==> src/hdl/shp_pkg.sv <==
`timescale 1ns / 1ps
// ----------------------------------------------------------------------------
// shp_pkg
// Shared widths, register indexes and payload types of the 3x3 sharpen filter.
// ----------------------------------------------------------------------------
package shp_pkg;

   localparam int PIX_W          = 8;
   localparam int OUT_COL_W      = 11;
   localparam int OUT_ROW_W      = 12;
   localparam int WIDTH_REG_W    = 12;
   localparam int HEIGHT_REG_W   = 13;
   localparam int CSR_IDX_W      = 4;
   localparam int CSR_DATA_W     = 16;
   localparam int DEF_MAX_WIDTH  = 2048;
   localparam int MAX_HEIGHT     = 4096;
   localparam int MIN_DIM        = 3;
   localparam int RESET_WIDTH    = 640;
   localparam int RESET_HEIGHT   = 480;

   localparam logic [CSR_IDX_W-1:0] REG_IMAGE_WIDTH  = CSR_IDX_W'(0);
   localparam logic [CSR_IDX_W-1:0] REG_IMAGE_HEIGHT = CSR_IDX_W'(1);

   typedef struct packed {
      logic [PIX_W-1:0] blue;
      logic [PIX_W-1:0] green;
      logic [PIX_W-1:0] red;
   } pixel_type;

   typedef struct packed {
      pixel_type top;
      pixel_type mid;
      pixel_type bot;
   } column_type;

   typedef struct packed {
      logic [PIX_W-1:0]     red;
      logic [PIX_W-1:0]     green;
      logic [PIX_W-1:0]     blue;
      logic [OUT_COL_W-1:0] col;
      logic [OUT_ROW_W-1:0] row;
      logic                 last;
   } result_type;

endpackage

==> src/hdl/shp_kernel.sv <==
`timescale 1ns / 1ps
// ----------------------------------------------------------------------------
// shp_kernel
// One channel of the cross kernel: five times the center minus four neighbors.
// ----------------------------------------------------------------------------
module shp_kernel import shp_pkg::*; (
   input  logic [PIX_W-1:0] top,
   input  logic [PIX_W-1:0] left,
   input  logic [PIX_W-1:0] centre,
   input  logic [PIX_W-1:0] right,
   input  logic [PIX_W-1:0] bot,
   output logic [PIX_W-1:0] result
);

   localparam int SW = PIX_W + 4;

   logic signed [SW-1:0] acc;

   always_comb begin
      acc = $signed({2'b00, centre, 2'b00}) + $signed({4'b0000, centre})
          - $signed({4'b0000, top}) - $signed({4'b0000, bot})
          - $signed({4'b0000, left}) - $signed({4'b0000, right});
      priority if (acc < 0) begin
         result = '0;
      end else if (acc > $signed(SW'(2**PIX_W - 1))) begin
         result = '1;
      end else begin
         result = acc[PIX_W-1:0];
      end
   end

endmodule

==> config.mk <==
export PLATFORM = sky130hd
export DESIGN_NAME = shp_kernel
export DESIGN_NICKNAME = d
export VERILOG_FILES = /design/src/hdl/shp_pkg.sv /design/src/hdl/shp_kernel.sv
export SDC_FILE = /design/constraint.sdc
export NUM_CORES = 1
export LEC_CHECK = 0
export BUFFER_PORTS_ARGS = -buffer_cell sky130_fd_sc_hd__clkbuf_2
export CORE_MARGIN = 4
export CORE_UTILIZATION = 30
export DETAILED_ROUTE_END_ITERATION = 16
export GPL_ROUTABILITY_DRIVEN = 0
export PLACE_DENSITY = 0.57
export SETUP_SLACK_MARGIN = 0.15
export SYNTH_ARGS = -nofsm -noshare
export SYNTH_HDL_FRONTEND = slang
export SYNTH_SLANG_ARGS = --single-unit
==> constraint.sdc <==
create_clock -name vclk -period 7.2
set_input_delay 0.72 -clock vclk [all_inputs]
set_output_delay 0.72 -clock vclk [all_outputs]
set_load 0.01 [all_outputs]
==> metrics.txt <==
Layout Area Growth over Synthesis=21.3%; P per Cell Area=295 mW/mm2; initial antenna violation count=0; die height=77.1 um; wire per inst=9.22 um; routed wire length=2.54 mm; Post-Syn Area per Cell=8.19 um2; Yosys warning total=0; Final nets=310; starting density of the core=32.0%; Worst Slack Setup Final=2.11 ns; detailed placement HPWL=2.49 mm; Static Leak=0.00106 uW; worst rel slew slack=59.6%; Avg Vias per Cell=4.20; Post-Syn Area=0.00143 mm2; clk_buf instances=0; Least-Margin Pin Slew=0.606 ns; Core Region=0.00447 mm2; critical path fanouts, max=8; first-pass GRT wire length=5.04 mm; fmax=196 MHz; sequential area share after synthesis=0%; antenna cell count=0; antenna-violating nets left=0; Post-CTS Resized=0; Sequential cell area=0 um2; Synth cell types=21; Final Hold Viols=0; element type at the critical path start=primary input; GR Overflow Total=0; Die W=77.1 um; DRT iter0 DRCs=15; full die area=0.00595 mm2; fin crit share=70.8%; CP Data Arrival Time=4.37 ns; vias in the first global route=1309; dpl ws=2.06 ns; status=completed; VDD IR max=0.0000888 V; num sequential=0; WP data required=6.48 ns; RSZ-0062 raised after global routing=false; Tot GR Track Use=9.69%; final total power=512 uW; CP endpoint kind=output pin; io pins=48; vias=1156; syn nets=260; Setup TNS Final=0 ns; pin count of the biggest net entering global routing=9; Final setup violation count=0; crit path kind=in2out; port bufs=48; cts hold-fix bufs=0; final slew viol count=0; most frequent cells in the layout=78 x inv_1, 48 x clkbuf_2, 30 x fa_1; setup bufs post-CTS=0; drt first pass iters=4; Max Cap Viol=0; min Tclk post-route=5.09 ns; most common cell after layout, fill and taps aside=inv_1; drt drc=0; Min-Delay Path Class=in2out; fraction of layout cells with a size suffix above 1=23.3%; Post-Synthesis Cells=175; Row Count=24
-- worst paths after layout --
path	from	to	slack [ns]	cells past startpoint
worst max-delay path	top[4]	result[3]	2.11	15
worst min-delay path	centre[0]	result[0]	2.04	5
-- cells by family (layout without fill, tap and decap cells) --
family                   count (synthesis)  after routing  share of synthesized area (%)
XOR/XNOR                                11             11                           6.73
adder cells (fa/ha/maj)                 45             45                           55.0
AO/OA/AOI/OAI                           30             30                           13.4
buffers and inverters                   78            126                           20.4
AND/OR/NAND/NOR                         10             10                           3.76
multiplexers                             1              1                          0.699
-- metal layers --
layer	part of all wire [%]	global-route usage, %	up-vias
met5	0	0	-
met4	0	0	0
met3	6.2	1.17	0
met2	55	20.6	25
met1	38	10.6	527
li1	-	-	604
-- critical path, stage by stage --
cell	delay, ns
clkbuf_2	0.07
inv_1	0.04
fa_1	0.49
fa_1	0.55
inv_1	0.05
fa_1	0.53
inv_1	0.04
ha_1	0.36
a21oi_1	0.17
o211ai_1	0.16
a31oi_1	0.29
o21ai_0	0.13
a21oi_1	0.52
a21oi_1	0.09
clkbuf_2	0.16
-- power by group --
group,internal [uW],switching [uW]
sequential,0,0
combinational,221,291
clock,0,0
-- per-stage QoR --
| step | hold WS (ns) | cells | util [%] | area, um2 |
|---|---|---|---|---|
| 2_1_floorplan | 1.77 | 175 | - | 1430 |
| 3_3_place_gp | 2.05 | 275 | 38.8 | 1740 |
| 3_5_place_dp | 2.06 | 275 | 38.8 | 1740 |
| 4_1_cts | 2.06 | 275 | 38.8 | 1740 |
| 5_1_grt | 2.10 | 275 | 38.8 | 1740 |
| 6_report | 2.04 | 275 | 38.8 | 1740 |
-- synth_stat cells --
cell type	count	share of area, %
a21o_1	3	1.6
o22ai_1	1	0.44
o211ai_1	2	1.0
xor2_1	2	1.2
o21a_1	1	0.52
o21ai_0	2	0.70
a221oi_2	1	1.0
o21bai_1	1	0.52
a21oi_1	16	5.6
xnor2_1	9	5.5
a31oi_1	1	0.44
o21ai_2	1	0.61
ha_1	15	13
fa_1	30	42
inv_1	78	20
a211oi_2	1	0.87
mux2i_1	1	0.70
nand2_1	4	1.0
nand3_1	3	1.0
nor2_1	2	0.52
nor3_4	1	1.1
-- layout make-up --
type | count | area, um2
fillers | 463 | 2740
well taps | 52 | 65.1
repair buffers | 48 | 240
multi-input cells | 97 | 1140
inverters | 78 | 293
No activity file was read; power rests on OpenSTA's default activity.
