===== src/hdl/shp_pkg.sv =====
`timescale 1ns / 1ps
// ----------------------------------------------------------------------------
// shp_pkg
// Shared widths, register indexes and payload types of the 3x3 sharpen filter.
// ----------------------------------------------------------------------------
package shp_pkg;

   localparam int PIX_W          = 8;
   localparam int OUT_COL_W      = 11;
   localparam int OUT_ROW_W      = 12;
   localparam int WIDTH_REG_W    = 12;
   localparam int HEIGHT_REG_W   = 13;
   localparam int CSR_IDX_W      = 4;
   localparam int CSR_DATA_W     = 16;
   localparam int DEF_MAX_WIDTH  = 2048;
   localparam int MAX_HEIGHT     = 4096;
   localparam int MIN_DIM        = 3;
   localparam int RESET_WIDTH    = 640;
   localparam int RESET_HEIGHT   = 480;

   localparam logic [CSR_IDX_W-1:0] REG_IMAGE_WIDTH  = CSR_IDX_W'(0);
   localparam logic [CSR_IDX_W-1:0] REG_IMAGE_HEIGHT = CSR_IDX_W'(1);

   typedef struct packed {
      logic [PIX_W-1:0] blue;
      logic [PIX_W-1:0] green;
      logic [PIX_W-1:0] red;
   } pixel_type;

   typedef struct packed {
      pixel_type top;
      pixel_type mid;
      pixel_type bot;
   } column_type;

   typedef struct packed {
      logic [PIX_W-1:0]     red;
      logic [PIX_W-1:0]     green;
      logic [PIX_W-1:0]     blue;
      logic [OUT_COL_W-1:0] col;
      logic [OUT_ROW_W-1:0] row;
      logic                 last;
   } result_type;

endpackage


===== src/hdl/shp_cell.sv =====
`timescale 1ns / 1ps
// ----------------------------------------------------------------------------
// shp_cell
// One window column (top, middle, bottom pixel), passed on to the next column.
// ----------------------------------------------------------------------------
module shp_cell import shp_pkg::*; (
   input  logic       clock,
   input  logic       reset,
   input  logic       shift,
   input  column_type d,
   output column_type q
);

   column_type col_ff;

   always_ff @(posedge clock) begin
      if (reset) begin
         col_ff <= '0;
      end else if (shift) begin
         col_ff <= d;
      end
   end

   assign q = col_ff;

endmodule


===== config.mk =====
export PLATFORM = sky130hd
export DESIGN_NAME = shp_cell
export DESIGN_NICKNAME = d
export VERILOG_FILES = /design/src/hdl/shp_pkg.sv /design/src/hdl/shp_cell.sv
export SDC_FILE = /design/constraint.sdc
export NUM_CORES = 1
export LEC_CHECK = 0
export BUFFER_PORTS_ARGS = -buffer_cell sky130_fd_sc_hd__buf_2
export CORE_ASPECT_RATIO = 1.75
export CORE_UTILIZATION = 43
export CTS_BUF_LIST = sky130_fd_sc_hd__clkbuf_4 sky130_fd_sc_hd__clkbuf_8 sky130_fd_sc_hd__clkbuf_16
export CTS_CLUSTER_DIAMETER = 60
export DETAILED_ROUTE_END_ITERATION = 7
export HOLD_SLACK_MARGIN = 0.05
export PLACE_DENSITY = 0.78
export SLEW_MARGIN = 20
export SYNTH_ARGS = -nofsm -noshare
export SYNTH_HDL_FRONTEND = slang
export SYNTH_SLANG_ARGS = --single-unit
export TNS_END_PERCENT = 50

===== constraint.sdc =====
create_clock -name clock -period 1.4 [get_ports clock]
set_clock_uncertainty 0.2 [all_clocks]
set_input_delay 0.21 -clock clock [delete_from_list [all_inputs] [get_ports clock]]
set_output_delay 0.21 -clock clock [all_outputs]
set_load 0.03 [all_outputs]

==> impl_metrics.json, run 1 <==
{
  "status": "finished, final reports clean",
  "worst_path_max_delay_cell": "dfxtp_1",
  "critPathLaunchType": "flip-flop",
  "rows": 37,
  "ys_top_cells_by_count": "dfxtp_1, mux2i_1, nor2_1, buf_8, buf_1",
  "ff2ff_path_depth": 2,
  "grt.total_usage_pct": 24.0,
  "antenna_found_initial": 0,
  "synthesis.area_sq_um": 2580,
  "max_stage_delay_ns": 0.35,
  "rr_startpoint": "q[40]",
  "die_width_um": 60.6,
  "hold_path_depth": 3,
  "yosys.area.top_type": "dfxtp_1",
  "synthCells": 232,
  "holdCritStartpoint": "reset",
  "fmax_mhz": 752,
  "yosys_warnings": 0,
  "cts_buffers": 9,
  "synth_nets": 307,
  "synth_top_area_share_pct": 55.9,
  "yosysUniqueCellTypes": 8,
  "drive_above_1_share_pct": 36.4,
  "vdd_drop_max_v": 0.00126,
  "synth_ff_type": "dfxtp_1",
  "wire_per_inst_um": 13.8,
  "die_h_um": 104,
  "cts_max_level": 3,
  "insertion_delay_ns": 0.34,
  "fin_tns_setup_ns": 0,
  "arrival_ns": 0.92,
  "fin_ws_ns": 0.0696,
  "cts_root_buf": "clkbuf_8",
  "routabilityCongestion": 0.758,
  "tritoncts": "yes",
  "critPathMaxFanout": 2,
  "ant_nets": 0,
  "nets": 523,
  "worst_hold_slack_ns": 0.135,
  "crit_type": "reg2out",
  "clkTransAtPathRegs_ns": 0.08,
  "intPower_w": 0.00369,
  "seqPwrFrac_pct": 44.6,
  "setup_viol": 0,
  "portBuffers": 146,
  "ys_seq_area_share_pct": 55.9,
  "async_reset_ff_share_pct": 0,
  "grt.overflow.total": 0,
  "swShare_pct": 26.4,
  "comb_power_share_pct": 18.7,
  "fin_crit_sh_pct": 95.0,
  "dr_total_vias": 2448,
  "synth-edff-count": 0,
  "r2r_end": "q[40]",
  "drcViolationCount": 0,
  "switchingPower_w": 0.00132,
  "rsz0062_at_grt": "false",
  "path_cells": "buf_2",
  "grt_pass1_vias": 2524,
  "endpoint_kind": "primary output",
  "p_per_area_nw_per_um2": 1170,
  "ys_seq_elements": 72,
  "holdPathEnd": "q[46]",
  "io_pins": 147,
  "core_sq_um": 5830,
  "cp_top_family": "flip-flops",
  "syn2layout_area_growth_pct": 65.7,
  "final_area_sq_um": 4270,
  "layout_min_cycle_time_ns": 1.33,
  "avgViaCountPerCell": 4.61,
  "firstDrtPassIters": 6,
  "synthTopCellsByArea": "dfxtp_1, mux2i_1, nor2_1, buf_8, buf_1",
  "cap_violations": 0,
  "critical_path_buf_inv_count": 1,
  "numClockSinks": 72,
  "grt_pass1_wl_um": 11200,
  "placed_area_sq_um": 3320,
  "p_leak_nw": 2.25,
  "grt_max_degree": 73,
  "crit_required_ns": 0.99,
  "p_clk_share_pct": 36.7,
  "tightest_slew_ns": 0.304,
  "dp_worst_setup_slack_ns": 0.175,
  "first_iter_violations": 113,
  "initial_core_util_pct": 44.2,
  "relSlewSlack_pct": 79.7,
  "r2r_setup_slack_ns": 0.52,
  "dieArea_sq_um": 6330,
  "largest_reg_flops": 72,
  "avgSynthCellArea_sq_um": 11.1,
  "hp-class": "in2reg",
  "antenna_cells": 0,
  "routed_wirelength_um": 7340,
  "dp_hpwl_um": 4120,
  "clock_path_buffers": 2,
  "final-hold-violation-count": 0,
  "slew_violations": 0
}
==> worst max-delay path by stage <==
stage          startpoint  endpoint  slack, ns  cells after the start
5_1_grt             q[48]     q[48]       0.02                      1
6_report            q[50]     q[50]       0.07                      1
2_1_floorplan       shift      q[0]       0.34                      4
4_1_cts             q[56]     q[56]       0.07                      1
3_3_place_gp        shift     q[45]       0.20                      4
3_5_place_dp        shift     q[40]       0.17                      4
==> routing by layer <==
layer / wire, um / global-route usage, %
met5: 0 / 0
met4: 335 / 14.9
met3: 399 / 7.46
met2: 3880 / 42.9
met1: 2730 / 21.9
==> cells in the final DEF (no fill, tap or decap) <==
cell type	n
buf_2	145
mux2i_1	72
nor2_1	72
dlygate4sd3_1	72
dfxtp_1	72
clkbuf_8	11
buf_12	3
bufinv_16	2
clkinv_2	2
clkinv_4	1
buf_4	1
==> worst reg2reg max path: cells and delay by family, from the launching register on <==
family | cells | cell delay [ns]
DFF | 1 | 0.32
muxes | 1 | 0.17
and+or+nand+nor | 1 | 0.07
==> cells by family (layout without fill, tap and decap cells) <==
group,count (synthesis),in the layout,synth area share [%]
AND/OR/NAND/NOR,72,72,10.5
buffers and inverters,16,237,5.72
flip-flops,72,72,55.9
multiplexers,72,72,27.9
==> power groups by stage <==
stage	registers, W	clock network, W	logic (W)
after floorplan	0.00252	0	0.000272
after CTS	0.00223	0.00188	0.000921
after global placement	0.00227	0	0.000752
final	0.00223	0.00184	0.000936
after global routing	0.00225	0.00197	0.000999
after detailed placement	0.00227	0	0.000764
==> area by class of cell <==
class                           count  area (sq um)
Fill cell                         402          1560
Tap cell                           78          97.6
Clock buffer                       11           151
Timing Repair Buffer              221          1510
Clock inverter                      5          78.8
Multi-Input combinational cell    144           991
Sequential cell                    72          1440
==> stage by stage <==
stage | cells | util [%] | power (W)
4_1_cts | 531 | 73.3 | 0.00503
2_1_floorplan | 232 | - | 0.00279
3_5_place_dp | 443 | 57.0 | 0.00304
6_report | 531 | 73.3 | 0.00501
3_3_place_gp | 443 | 57.0 | 0.00302
5_1_grt | 531 | 73.3 | 0.00521
==> timing repair <==
item / in CTS / in global routing
hold buffers: 72 / 0
gates resized for setup: 0 / 0
endpoints found under the hold margin: 72 / 0
buffers inserted: 0 / 0
Power figures use the tool's default switching activity.
==> inputs of run 2 (changes only) <==
- CORE_ASPECT_RATIO: 1.75 -> unset
==> impl_metrics.json, run 2 (synthesized netlist as in run 1, its figures left out) <==
{
  "status": "finished, final reports clean",
  "grt_pass1_wl_um": 11400,
  "crit_type": "reg2out",
  "vdd_drop_max_v": 0.000696,
  "core_sq_um": 5640,
  "r2r_setup_slack_ns": 0.52,
  "fin_ws_ns": 0.0865,
  "endpoint_kind": "primary output",
  "r2r_end": "q[51]",
  "dp_cells": 437,
  "critical_path_buf_inv_count": 1,
  "hold_path_depth": 3,
  "cts_root_buf": "clkbuf_8",
  "layout.cells.non_filler": 525,
  "grt_max_degree": 73,
  "clock_path_buffers": 2,
  "insertion_delay_ns": 0.33,
  "portBuffers": 146,
  "rr_startpoint": "q[51]",
  "layout_commonest_cell": "buf_2",
  "fin_tns_setup_ns": 0,
  "relSlewSlack_pct": 78.8,
  "p_leak_nw": 2.25,
  "cts_max_level": 3,
  "cts_buffers": 9,
  "clkTransAtPathRegs_ns": 0.08,
  "crit_required_ns": 0.99,
  "dr_total_vias": 2455,
  "die_h_um": 79.5,
  "antenna_found_initial": 0,
  "cts_setup_buffers": 0,
  "numClockSinks": 72,
  "first_iter_violations": 93,
  "dieArea_sq_um": 6310,
  "drive_above_1_share_pct": 36.4,
  "io_pins": 147,
  "critPathLaunchType": "flip-flop",
  "cap_violations": 0,
  "grt_pass1_vias": 2370,
  "firstDrtPassIters": 4,
  "ff2ff_path_depth": 2,
  "nets": 523,
  "holdCritStartpoint": "reset",
  "fin_crit_sh_pct": 93.8,
  "final_cell_mix": "buf_2, mux2i_1, nor2_1, dlygate4sd3_1, dfxtp_1",
  "antenna_cells": 0,
  "max_stage_delay_ns": 0.35,
  "layout_min_cycle_time_ns": 1.31,
  "wire_per_inst_um": 14.1,
  "routabilityCongestion": 0.746,
  "largest_reg_flops": 72,
  "tritoncts": "yes",
  "path_cells": "buf_2",
  "slew_violations": 0,
  "final-hold-violation-count": 0,
  "fillCellCount": 367,
  "holdPathEnd": "q[6]",
  "grt.overflow.total": 0,
  "drcViolationCount": 0,
  "grt.total_usage_pct": 23.7,
  "routed_wirelength_um": 7400,
  "dp_hpwl_um": 3790,
  "rows": 27,
  "die_width_um": 79.5,
  "critPathMaxFanout": 2,
  "initial_core_util_pct": 45.7,
  "fmax_mhz": 761,
  "arrival_ns": 0.90,
  "cp_top_family": "flip-flops",
  "hp-class": "in2reg",
  "p_per_area_nw_per_um2": 1170,
  "dp_worst_setup_slack_ns": 0.142,
  "tightest_slew_ns": 0.318,
  "ant_nets": 0,
  "syn2layout_area_growth_pct": 65.0,
  "worst_path_max_delay_cell": "dfxtp_1",
  "rsz0062_at_grt": "false",
  "setup_viol": 0,
  "avgViaCountPerCell": 4.68
}
run 2: worst max path at each step:
stage / startpoint / end / cells after the start
final: q[9] / q[9] / 1
after global routing: q[25] / q[25] / 1
after CTS: q[33] / q[33] / 1
after detailed placement: shift / q[40] / 4
after global placement: shift / q[58] / 4
after floorplan: shift / q[0] / 4
run 2: what timing repair did:
| action | in CTS | in global routing |
|---|---|---|
| endpoints found under the hold margin | 72 | 0 |
| hold buffers | 72 | 0 |
| gates resized for setup | 0 | 0 |
run 2: metal layers:
layer | global-route usage [%] | up-vias | wire length, um
li1 | - | 1195 | -
met1 | 25.6 | 1130 | 2980
met2 | 42.6 | 119 | 3750
met3 | 6.06 | 11 | 569
met4 | 11.5 | 0 | 108
met5 | 0 | - | 0
run 2: area by class of cell:
class	instances	area, sq um	share of cell area (%)
repair buffers	221	1510	35.6
flip-flops and latches	72	1440	33.9
multi-input cells	144	991	23.3
clock buffers	10	138	3.23
well taps	72	90.1	2.12
clock inverters	6	82.6	1.94
run 2: report_power, final:
part	internal, W	switching [W]
logic	0.000421	0.000517
clock network	0.00104	0.000749
registers	0.00217	0.0000635
run 2: stage by stage:
step	total power (W)	util, %	hold slack (ns)	area [sq um]
final	0.00496	75.4	0.149	4260
after detailed placement	0.00303	58.8	0.251	3320
after CTS	0.00497	75.4	0.142	4260
after global placement	0.00302	58.8	0.242	3320
after floorplan	0.00279	-	0.157	2580
after global routing	0.00517	75.4	0.154	4260
